===== config.mk =====
export PLATFORM = sky130hd
export DESIGN_NAME = pan_tilt_pd_tracker_core
export DESIGN_NICKNAME = d
export VERILOG_FILES = /design/src/hw/rtl/ptpd_pkg.sv /design/src/hw/rtl/ptpd_csr.sv /design/src/hw/rtl/ptpd_axis_lane.sv /design/src/hw/rtl/pan_tilt_pd_tracker_core.sv
export SDC_FILE = /design/constraint.sdc
export NUM_CORES = 1
export LEC_CHECK = 0
export BUFFER_PORTS_ARGS = -buffer_cell sky130_fd_sc_hd__buf_2
export CAP_MARGIN = 25
export CORE_MARGIN = 10
export CORE_UTILIZATION = 50
export CTS_CLUSTER_DIAMETER = 40
export DETAILED_ROUTE_END_ITERATION = 8
export PLACE_DENSITY_LB_ADDON = 0.15
export SLEW_MARGIN = 10
export SYNTH_ARGS = -nofsm -noshare
export SYNTH_HDL_FRONTEND = slang
export SYNTH_SLANG_ARGS = --single-unit

===== constraint.sdc =====
create_clock -name clock -period 10.1 [get_ports clock]
set_input_delay 2.02 -clock clock [delete_from_list [all_inputs] [get_ports clock]]
set_output_delay 2.02 -clock clock [all_outputs]
set_load 0.05 [all_outputs]

===== src/hw/rtl/ptpd_pkg.sv =====
// ----------------------------------------------------------------------------
// Pan/tilt PD tracker package
// Shared widths, reset values, register indexes and interface structs.
// ----------------------------------------------------------------------------
package ptpd_pkg;

   // Servo range and gain scaling.
   localparam int POSITION_MAX = 1000;
   localparam int GAIN_SHIFT   = 10;

   // Field widths.
   localparam int X_W      = 9;
   localparam int Y_W      = 8;
   localparam int GAIN_W   = 10;
   localparam int OUT_W    = 10;
   localparam int CSR_IDX_W = 3;
   localparam int CSR_DAT_W = 10;

   // Datapath widths of one axis lane.
   localparam int ERR_W  = 10;                  // error, signed
   localparam int DIFF_W = ERR_W + 1;           // error minus last error
   localparam int PT_W   = ERR_W + GAIN_W + 1;  // proportional term
   localparam int DT_W   = DIFF_W + GAIN_W + 1; // derivative term
   localparam int SUM_W  = DT_W + 1;            // weighted sum
   localparam int POS_W  = $clog2(POSITION_MAX + 1);
   localparam int NP_W   = ((POS_W > SUM_W) ? POS_W : SUM_W) + 2;

   // Reset values.
   localparam int POS_RESET         = 500;
   localparam int PAN_P_RESET       = 400;
   localparam int PAN_D_RESET       = 300;
   localparam int TILT_P_RESET      = 500;
   localparam int TILT_D_RESET      = 400;
   localparam int X_CENTER_RESET    = 160;
   localparam int Y_CENTER_RESET    = 100;

   // Register indexes on the configuration port.
   typedef enum logic [CSR_IDX_W-1:0] {
      REG_PAN_P_GAIN  = 3'd0,
      REG_PAN_D_GAIN  = 3'd1,
      REG_TILT_P_GAIN = 3'd2,
      REG_TILT_D_GAIN = 3'd3,
      REG_X_CENTER    = 3'd4,
      REG_Y_CENTER    = 3'd5
   } ptpd_reg_idx_type;

   // Current configuration as seen by the datapath.
   typedef struct packed {
      logic [GAIN_W-1:0] pan_p_gain;
      logic [GAIN_W-1:0] pan_d_gain;
      logic [GAIN_W-1:0] tilt_p_gain;
      logic [GAIN_W-1:0] tilt_d_gain;
      logic [X_W-1:0]    x_center;
      logic [Y_W-1:0]    y_center;
   } ptpd_cfg_type;

   // Pipeline control from the top level to each lane.
   typedef struct packed {
      logic load;    // transaction accepted: form error, register products
      logic update;  // second stage moves: apply velocity to the position
      logic run;     // item in second stage had a previous error
   } ptpd_lane_ctl_type;

endpackage


===== src/hw/rtl/ptpd_csr.sv =====
// ----------------------------------------------------------------------------
// Pan/tilt PD tracker configuration registers
// Holds the gains and the image center, written through the CSR channel.
// ----------------------------------------------------------------------------
module ptpd_csr (
   input  logic                           clock,
   input  logic                           reset,
   input  logic                           csr_valid,
   output logic                           csr_ready,
   input  logic [ptpd_pkg::CSR_IDX_W-1:0] csr_index,
   input  logic [ptpd_pkg::CSR_DAT_W-1:0] csr_wdata,
   output ptpd_pkg::ptpd_cfg_type         cfg
);
   import ptpd_pkg::*;

   ptpd_cfg_type cfg_ff;
   ptpd_cfg_type cfg_in;
   logic         wr_en;

   assign csr_ready = 1'b1;
   assign wr_en     = csr_valid && csr_ready;
   assign cfg       = cfg_ff;

   always_comb begin
      cfg_in = cfg_ff;
      if (wr_en) begin
         unique case (csr_index)
            REG_PAN_P_GAIN:  cfg_in.pan_p_gain  = csr_wdata[GAIN_W-1:0];
            REG_PAN_D_GAIN:  cfg_in.pan_d_gain  = csr_wdata[GAIN_W-1:0];
            REG_TILT_P_GAIN: cfg_in.tilt_p_gain = csr_wdata[GAIN_W-1:0];
            REG_TILT_D_GAIN: cfg_in.tilt_d_gain = csr_wdata[GAIN_W-1:0];
            REG_X_CENTER:    cfg_in.x_center    = csr_wdata[X_W-1:0];
            REG_Y_CENTER:    cfg_in.y_center    = csr_wdata[Y_W-1:0];
            default:         cfg_in             = cfg_ff;
         endcase
      end
   end

   always_ff @(posedge clock) begin
      if (reset) begin
         cfg_ff.pan_p_gain  <= GAIN_W'(PAN_P_RESET);
         cfg_ff.pan_d_gain  <= GAIN_W'(PAN_D_RESET);
         cfg_ff.tilt_p_gain <= GAIN_W'(TILT_P_RESET);
         cfg_ff.tilt_d_gain <= GAIN_W'(TILT_D_RESET);
         cfg_ff.x_center    <= X_W'(X_CENTER_RESET);
         cfg_ff.y_center    <= Y_W'(Y_CENTER_RESET);
      end else begin
         cfg_ff <= cfg_in;
      end
   end

endmodule


===== src/hw/rtl/ptpd_axis_lane.sv =====
// ----------------------------------------------------------------------------
// Pan/tilt PD tracker axis lane
// Two-stage incremental PD update of one servo axis with clamping.
// ----------------------------------------------------------------------------
module ptpd_axis_lane (
   input  logic                              clock,
   input  logic                              reset,
   input  ptpd_pkg::ptpd_lane_ctl_type       ctl,
   input  logic signed [ptpd_pkg::ERR_W-1:0] err,
   input  logic [ptpd_pkg::GAIN_W-1:0]       p_gain,
   input  logic [ptpd_pkg::GAIN_W-1:0]       d_gain,
   output logic [ptpd_pkg::POS_W-1:0]        pos
);
   import ptpd_pkg::*;

   logic signed [ERR_W-1:0]  last_err_ff;
   logic signed [DIFF_W-1:0] diff;
   logic signed [PT_W-1:0]   p_term_ff, p_term_in;
   logic signed [DT_W-1:0]   d_term_ff, d_term_in;
   logic signed [SUM_W-1:0]  sum;
   logic signed [SUM_W-1:0]  vel;
   logic signed [NP_W-1:0]   new_pos;
   logic [POS_W-1:0]         pos_ff, pos_in;

   // First stage: the two products, one multiplier each.
   assign diff      = DIFF_W'(err) - DIFF_W'(last_err_ff);
   assign p_term_in = $signed(err) * $signed({1'b0, p_gain});
   assign d_term_in = $signed(diff) * $signed({1'b0, d_gain});

   // Second stage: scale with floor, accumulate, clamp.
   assign sum     = SUM_W'(p_term_ff) + SUM_W'(d_term_ff);
   assign vel     = sum >>> GAIN_SHIFT;
   assign new_pos = NP_W'(vel) + $signed({{(NP_W-POS_W){1'b0}}, pos_ff});

   always_comb begin
      pos_in = pos_ff;
      if (ctl.update && ctl.run) begin
         priority if (new_pos[NP_W-1]) begin
            pos_in = '0;
         end else if (new_pos > $signed(NP_W'(POSITION_MAX))) begin
            pos_in = POS_W'(POSITION_MAX);
         end else begin
            pos_in = new_pos[POS_W-1:0];
         end
      end
   end

   always_ff @(posedge clock) begin
      if (ctl.load) begin
         p_term_ff <= p_term_in;
         d_term_ff <= d_term_in;
      end
   end

   always_ff @(posedge clock) begin
      if (reset) begin
         last_err_ff <= '0;
         pos_ff      <= POS_W'(POS_RESET);
      end else begin
         if (ctl.load) begin
            last_err_ff <= err;
         end
         pos_ff <= pos_in;
      end
   end

   assign pos = pos_ff;

endmodule


===== src/hw/rtl/pan_tilt_pd_tracker_core.sv =====
// ----------------------------------------------------------------------------
// Pan/tilt PD tracker core
// Two-axis incremental PD controller turning target coordinates into servo
// position commands.
// ----------------------------------------------------------------------------
// Usage:
//   A request transaction (req_valid/req_ready) carries one target coordinate
//   pair. Each one produces exactly one response transaction (rsp_valid/
//   rsp_ready) with the clamped pan and tilt positions, in order.
//   The CSR channel writes the gains and the image center; it is always
//   ready and must only be used while no transaction is in flight.
//   With the response register free, an accepted request is registered in the
//   multiplier stage, and the accumulate stage then loads the response
//   register and raises rsp_valid. Throughput is one transaction per cycle
//   while the receiver keeps up: the pan and tilt lanes run side by side,
//   each with one multiplier stage and one accumulate stage, and the
//   accumulate stage closes the position loop.
//   When the receiver stalls, the response and the position it shows are
//   held; one more request is still taken into the multiplier stage, after
//   which req_ready drops until the response is consumed.
//   Reset returns both positions to servo center, clears the last errors and
//   the gains and center to their defaults. The first request after reset
//   only records the errors and reports the center positions.
// ----------------------------------------------------------------------------
module pan_tilt_pd_tracker_core (
   input  logic                           clock,
   input  logic                           reset,
   input  logic                           req_valid,
   output logic                           req_ready,
   input  logic [ptpd_pkg::X_W-1:0]       req_target_x,
   input  logic [ptpd_pkg::Y_W-1:0]       req_target_y,
   output logic                           rsp_valid,
   input  logic                           rsp_ready,
   output logic [ptpd_pkg::OUT_W-1:0]     rsp_pan_position,
   output logic [ptpd_pkg::OUT_W-1:0]     rsp_tilt_position,
   input  logic                           csr_valid,
   output logic                           csr_ready,
   input  logic [ptpd_pkg::CSR_IDX_W-1:0] csr_index,
   input  logic [ptpd_pkg::CSR_DAT_W-1:0] csr_wdata
);
   import ptpd_pkg::*;

   ptpd_cfg_type            cfg;
   ptpd_lane_ctl_type       ctl;
   logic                    accept;
   logic                    advance;
   logic                    s1_valid_ff, s1_valid_in;
   logic                    s1_run_ff;
   logic                    have_last_ff;
   logic                    rsp_valid_ff, rsp_valid_in;
   logic signed [ERR_W-1:0] pan_err;
   logic signed [ERR_W-1:0] tilt_err;
   logic [POS_W-1:0]        pan_pos;
   logic [POS_W-1:0]        tilt_pos;

   ptpd_csr u_csr (
      .clock     (clock),
      .reset     (reset),
      .csr_valid (csr_valid),
      .csr_ready (csr_ready),
      .csr_index (csr_index),
      .csr_wdata (csr_wdata),
      .cfg       (cfg)
   );

   // The second stage moves whenever the response register is free or
   // being drained; the first stage takes a new transaction when it is
   // empty or moving on.
   assign advance   = !rsp_valid_ff || rsp_ready;
   assign req_ready = !s1_valid_ff || advance;
   assign accept    = req_valid && req_ready;

   assign ctl.load   = accept;
   assign ctl.update = s1_valid_ff && advance;
   assign ctl.run    = s1_run_ff;

   // Pan error is center minus target, tilt error is target minus center.
   assign pan_err  = ERR_W'({1'b0, cfg.x_center}) - ERR_W'({1'b0, req_target_x});
   assign tilt_err = ERR_W'({1'b0, req_target_y}) - ERR_W'({1'b0, cfg.y_center});

   ptpd_axis_lane u_pan_lane (
      .clock  (clock),
      .reset  (reset),
      .ctl    (ctl),
      .err    (pan_err),
      .p_gain (cfg.pan_p_gain),
      .d_gain (cfg.pan_d_gain),
      .pos    (pan_pos)
   );

   ptpd_axis_lane u_tilt_lane (
      .clock  (clock),
      .reset  (reset),
      .ctl    (ctl),
      .err    (tilt_err),
      .p_gain (cfg.tilt_p_gain),
      .d_gain (cfg.tilt_d_gain),
      .pos    (tilt_pos)
   );

   always_comb begin
      s1_valid_in = s1_valid_ff;
      if (accept) begin
         s1_valid_in = 1'b1;
      end else if (ctl.update) begin
         s1_valid_in = 1'b0;
      end
   end

   // Merge stage: the lane positions only change when a new response is
   // loaded, so they serve directly as the held response payload.
   always_comb begin
      rsp_valid_in = rsp_valid_ff;
      if (ctl.update) begin
         rsp_valid_in = 1'b1;
      end else if (rsp_ready) begin
         rsp_valid_in = 1'b0;
      end
   end

   always_ff @(posedge clock) begin
      if (reset) begin
         s1_valid_ff  <= 1'b0;
         s1_run_ff    <= 1'b0;
         have_last_ff <= 1'b0;
         rsp_valid_ff <= 1'b0;
      end else begin
         s1_valid_ff  <= s1_valid_in;
         rsp_valid_ff <= rsp_valid_in;
         if (accept) begin
            s1_run_ff    <= have_last_ff;
            have_last_ff <= 1'b1;
         end
      end
   end

   assign rsp_valid         = rsp_valid_ff;
   assign rsp_pan_position  = OUT_W'(pan_pos);
   assign rsp_tilt_position = OUT_W'(tilt_pos);

endmodule


# Yosys cells after proc, flatten, opt, wreduce, memory -nomap -nowiden

Index checks and enable logic that the tools add are counted.

Register bits: 185
Input bits: 35
Output and inout bits: 23
Logic and storage cells: 61

Add/sub/neg operators: 8
Multipliers: 4
Order comparisons: 2
Eq/ne operators: 5
Muxes and demuxes: 8
Reductions and logical operators: 16

Operators by type and width:

| kind                   | count |
|---|---|
| $gt A25 B11 Y1 const B | 2 |
| $mul A11 B11 Y22       | 2 |
| $mux W10               | 4 |
| $add A13 B11 Y14       | 2 |
| $add A20 B22 Y23       | 1 |
| $add A21 B22 Y23       | 1 |
| $mul A10 B11 Y21       | 1 |
| $mul A9 B11 Y20        | 1 |
| $sub A9 B9 Y10         | 2 |
| $reduce_and A2 Y1      | 6 |
| $sub A10 B10 Y11       | 1 |
| $sub A8 B8 Y9          | 1 |
| $eq A3 B2 Y1 const B   | 2 |
| $eq A3 B3 Y1 const B   | 2 |
| $mux W1                | 4 |
| $reduce_bool A2 Y1     | 2 |
| $eq A3 B1 Y1 const B   | 1 |
| $logic_and A1 B1 Y1    | 3 |
| $logic_not A3 Y1       | 1 |
| $logic_not A1 Y1       | 2 |
| $logic_or A1 B1 Y1     | 2 |

# Longest topological paths before layout

Depth in word-level cells: 5
Gate-level depth with buffers: 38
Mapped depth without buffers: 36

# Modules after synthesis

From an unflattened synthesis, not the netlist that was laid out.

Cell total of the unflattened synthesis: 2905
Area total of the unflattened synthesis: 26805.7 sq um

Modules (own cells, without submodules):

| module                        | times used | cells an instance | area each (sq um) | seq. area each (sq um) |
|---|---|---|---|---|
| ptpd_axis_lane at u_tilt_lane | 1          | 1287              | 11850.1           | 1691.6 |
| ptpd_axis_lane at u_pan_lane  | 1          | 1286              | 11812.6           | 1691.6 |
| ptpd_csr                      | 1          | 216               | 2284.7            | 1141.1 |
| pan_tilt_pd_tracker_core      | 1          | 116               | 858.3             | 80.1 |

# Least setup slack after synthesis

No wires, ideal clock.

Path kind: input-to-reg
Start point: input req_target_y[0] (netlist bit)
End point: register u_tilt_lane.d_term_ff[21], data pin
Library setup time: 266 ps
Arrival time: 9448 ps
Required time: 9834 ps
Setup slack: 386 ps
Stages: 34
Buffers on the path: 2
Cells stage by stage: inv_1 > ha_1 > inv_1 > fa_1 > xor2_1 > clkbuf_1 > ha_1 > o21ai_0 > a21boi_0 > o21ai_0 > a21boi_0 > o21ai_0 > nand2b_1 > a2111oi_0 > a21oi_1 > clkbuf_1 > or2_2 > fa_1 > fa_1 > inv_1 > fa_1 > fa_1 > inv_1 > fa_1 > inv_1 > ha_1 > or2_2 > a21o_1 > o41ai_1 > o21ai_0 > o41ai_1 > o21ai_0 > o41ai_1 > xnor2_1

Word-level cells in the longest chain between the ends: 3

RTL lines:

| item                          | RTL line                       | source |
|---|---|---|
| from (decl)                   | pan_tilt_pd_tracker_core.sv:31 | `input logic [ptpd_pkg::Y_W-1:0] req_target_y,` |
| $sub A8 B8 Y9                 | pan_tilt_pd_tracker_core.sv:79 | `assign tilt_err = ERR_W'({1'b0, req_target_y}) - ERR_W'({1'b0, cfg.y_center});` |
| net tilt_err[2]               | pan_tilt_pd_tracker_core.sv:52 | `logic signed [ERR_W-1:0] tilt_err;` |
| $sub A9 B9 Y10                | ptpd_axis_lane.sv:26           | `assign diff = DIFF_W'(err) - DIFF_W'(last_err_ff);` |
| $mul A11 B11 Y22              | ptpd_axis_lane.sv:28           | `assign d_term_in = $signed(diff) * $signed({1'b0, d_gain});` |
| net u_tilt_lane.d_term_in[21] | ptpd_axis_lane.sv:19           | `logic signed [DT_W-1:0] d_term_ff, d_term_in;` |
| to (signal assigned)          | ptpd_axis_lane.sv:51           | `d_term_ff <= d_term_in;` |
| to (decl)                     | ptpd_axis_lane.sv:19           |  |

The timed path passes the listed nets, and every way through them passes these cells.
A chain may end at the register's enable or synchronous reset.

# Worst setup path in the final report

Start point: input req_target_x[0] (netlist bit)
End point: register u_pan_lane.d_term_ff[19], data pin

Word-level cells in the longest chain between the ends: 3

RTL lines:

| item                         | RTL line                       | source |
|---|---|---|
| from (decl)                  | pan_tilt_pd_tracker_core.sv:30 | `input logic [ptpd_pkg::X_W-1:0] req_target_x,` |
| $sub A9 B9 Y10               | pan_tilt_pd_tracker_core.sv:78 | `assign pan_err = ERR_W'({1'b0, cfg.x_center}) - ERR_W'({1'b0, req_target_x});` |
| net pan_err[1]               | pan_tilt_pd_tracker_core.sv:51 | `logic signed [ERR_W-1:0] pan_err;` |
| $sub A10 B10 Y11             | ptpd_axis_lane.sv:26           |  |
| $mul A11 B11 Y22             | ptpd_axis_lane.sv:28           |  |
| net u_pan_lane.d_term_in[19] | ptpd_axis_lane.sv:19           |  |
| to (signal assigned)         | ptpd_axis_lane.sv:51           |  |
| to (decl)                    | ptpd_axis_lane.sv:19           |  |

The timed path passes the listed nets, and every way through them passes these cells.

==> impl_metrics.csv <==
group,metric,value,unit
setup_path,cp-start-kind,"input port",
placed_design,post_dp_cell_area,25600,um^2
sta,max_freq,104,MHz
yosys,synth_edf_count,85,
clock_network,cts_setup_buffers,0,
yosys,synth_ff_type,"dfxtp_1",
run_status,status,"finished clean",
yosys,syn_area_per_cell,9.08,um^2
yosys,synth_warnings,0,
setup_path,r2r_setup_slack,1740,ps
sta,setup_viol,0,
global_route,grt_usage,20.0,%
cells_and_area,antenna_cells,0,
sta,hold_viol,0,
sta,tightest_slew,960,ps
die,ios,58,
sta,slew_violations,0,
cells_and_area,drive_gt1_share,6.76,%
global_route,grt_max_degree,103,
die,die_y,241,um
cells_and_area,fin_nets,3408,
hold_path,whs_path_depth,2,
route,routed_via_density,5.35,
die,fp-row-count,80,
cells_and_area,area_delta_synth_final,7.26,%
hold_path,hp-class,"flip-flop to flip-flop",
placed_design,dpl.hpwl,45000,um
clock_network,cts.sinks,185,
placed_design,place.gp.congestion,0.854,
die,die-area,58200,um^2
yosys,ys_types,91,
global_route,antenna_found_initial,0,
setup_path,crit_path_max_fanout,6,
global_route,overflow,0,
clock_network,cts.path.max_buffers,2,
setup_path,cp_common_cell,"fa_1",
setup_path,cp_slowest_cell,"or4b_2",
cells_and_area,n_fill_cell,4456,
global_route,grt_first_pass_wirelength,92500,um
die,initial_core_util,50.9,%
setup_path,arrival,9840,ps
route,wirelength,56200,um
placed_design,io_buffers,56,
route,num_vias,18000,
yosys,synth_cells,2694,
sta,fin_setup_tns,0,ps
placed_design,dp_slack,52.7,ps
setup_path,endpoint_kind,"flip-flop",
clock_network,clkTransAtPathRegs,80,ps
clock_network,clk_latency,500,ps
setup_path,r2r_end,"u_pan_lane.d_term_ff[19]",
yosys,yosysSeqAreaShare,18.6,%
cells_and_area,fin_area,26200,um^2
route,firstDrtPassIters,5,
die,coreArea,48000,um^2
flow_run,maxCapViolCount,0,
sta,fin_crit,9590,ps
setup_path,ff2ff_path_depth,32,
sta,finalCritPeriodShare,95.0,%
sta,setup_slack,508,ps
setup_path,crit_type,"input port to flip-flop",
sta,clock_skew,14.8,ps
cells_and_area,final_cell_mix,"445 x inv_1, 389 x nand2_1, 340 x ha_1, 294 x fa_1, 153 x and2_1",
die,die_w,241,um
cells_and_area,final_common_cell,"inv_1",
clock_network,cts_tree,"yes",
sta,grt_setup_unrepaired,"false",
clock_network,clock-root-buffer,"clkbuf_16",
route,drtIter0Drc,845,
clock_network,htreeDepth,4,
clock_network,cts-buffers-inserted,17,
setup_path,cp.required,10340,ps
route,drc,0,
cells_and_area,fin_util,54.6,%
yosys,ys_seq_elements,185,
setup_path,rr_startpoint,"u_csr.cfg[8]",
yosys,syn_nets,3363,
yosys,async_flop_share,0,%
yosys,syn_area,24500,um^2
setup_path,cpPeakStageDelay,660,ps
sta,relSlewSlack,35.8,%
setup_path,endpoint,"u_pan_lane.d_term_ff[19]",
route,ant_nets,0,
global_route,grt_pass1_vias,18500,
setup_path,worstSetupStartpoint,"req_target_x[0]",
route,wire_per_inst,16.7,um
## critical path: cells and delay by family
| family | cells | cell delay, ps |
|---|---|---|
| AOI/OAI and AO/OA | 10 | 2040 |
| xor gates and xnor gates | 1 | 80 |
| adders and majority gates | 9 | 3810 |
| buffers and inverters | 5 | 330 |
| and+or+nand+nor | 7 | 1530 |
## per-layer routing
layer,up-vias,global-route usage [%],part of all wire (%)
li1,8766,-,-
met1,8942,24.1,42
met2,236,35.6,52
met3,68,2.92,2.8
met4,0,7.24,3.0
met5,-,0,0
## timing repair
item | CTS | global route
endpoints found under the hold margin | 0 | 0
setup endpoints to repair | 0 | 3
gates resized for setup | 0 | 3
hold buffers | 0 | 0
## final cells by class
class	count	area (um^2)	area share, %
repair buffers	108	711	2.71
well taps	615	769	2.93
clock buffers	17	425	1.62
inverters	446	1680	6.39
multi-input cells	1981	17900	68.3
flip-flops and latches	185	4550	17.4
clock inverters	15	173	0.658
## flip-flops by register name (all words and copies together), names as in the netlist
name and cells:
s1_valid_ff 1, u_pan_lane.pos 10, u_pan_lane.last_err_ff 10, u_tilt_lane.pos 10, s1_run_ff 1, u_pan_lane.d_term_ff 22, u_tilt_lane.d_term_ff 22, u_tilt_lane.last_err_ff 9
rsp_valid 1, u_csr.cfg 57, have_last_ff 1, u_pan_lane.p_term_ff 21, u_tilt_lane.p_term_ff 20
## synthesized netlist by cell type (4+ instances only)
| library cell | count | area (um^2) |
|---|---|---|
| nor3_1 | 22 | 110 |
| a211oi_1 | 10 | 75.1 |
| nand3_1 | 20 | 100 |
| a2111oi_0 | 4 | 35.0 |
| a221o_1 | 4 | 40.0 |
| nand4_1 | 6 | 37.5 |
| a221oi_1 | 6 | 52.6 |
| a21oi_1 | 141 | 706 |
| a21o_1 | 32 | 240 |
| dfxtp_1 | 100 | 2000 |
| nand3b_1 | 26 | 195 |
| nand4b_1 | 4 | 35.0 |
| inv_1 | 446 | 1670 |
| nor4_1 | 5 | 31.3 |
| nor2_1 | 80 | 300 |
| and3_1 | 5 | 31.3 |
| or2_2 | 19 | 119 |
| o21bai_1 | 15 | 113 |
| or3_1 | 13 | 81.3 |
| nand2b_1 | 36 | 225 |
| xor2_1 | 28 | 245 |
| o31ai_1 | 6 | 45.0 |
| o31a_1 | 4 | 35.0 |
| a31oi_1 | 7 | 43.8 |
| edfxtp_1 | 85 | 2550 |
| xnor2_1 | 93 | 815 |
| nand2_1 | 389 | 1460 |
| fa_1 | 294 | 5890 |
| o41ai_1 | 4 | 35.0 |
| nor2b_1 | 62 | 388 |
| o21ai_0 | 57 | 285 |
| a21boi_0 | 10 | 75.1 |
| ha_1 | 340 | 4250 |
| o21a_1 | 13 | 97.6 |
| and2_1 | 153 | 957 |
| clkbuf_1 | 77 | 289 |
## cells by family (layout without fill, tap and decap cells)
group	count (synthesis)	after routing	synth area share (%)
other cells	1	1	0.0153
buf+inv	528	586	8.13
mux	2	2	0.0818
flops	185	185	18.6
fa+ha+maj	634	634	41.5
compound gates	362	362	9.87
simple gates	860	860	17.4
xor+xnor	122	122	4.40
## per-stage QoR
stage | instances | hold WS (ps)
detailed placement | 3331 | 447
floorplan | 2694 | 432
CTS | 3363 | 458
global placement | 3331 | 442
global route | 3367 | 480
finish | 3367 | 457
## how the worst min path moves through the flow
stage / start / end / slack, ps
after floorplan: have_last_ff / s1_run_ff / 430
after global placement: have_last_ff / s1_run_ff / 440
after detailed placement: u_pan_lane.last_err_ff[7] / u_pan_lane.last_err_ff[7] / 450
after CTS: u_pan_lane.last_err_ff[7] / u_pan_lane.last_err_ff[7] / 460
after global routing: u_pan_lane.last_err_ff[6] / u_pan_lane.last_err_ff[6] / 480
final: u_pan_lane.last_err_ff[7] / u_pan_lane.last_err_ff[7] / 460
Power is left out: the tool's default activity adds up to more than one toggle a clock period on the data nets, which glitch-free logic cannot reach.
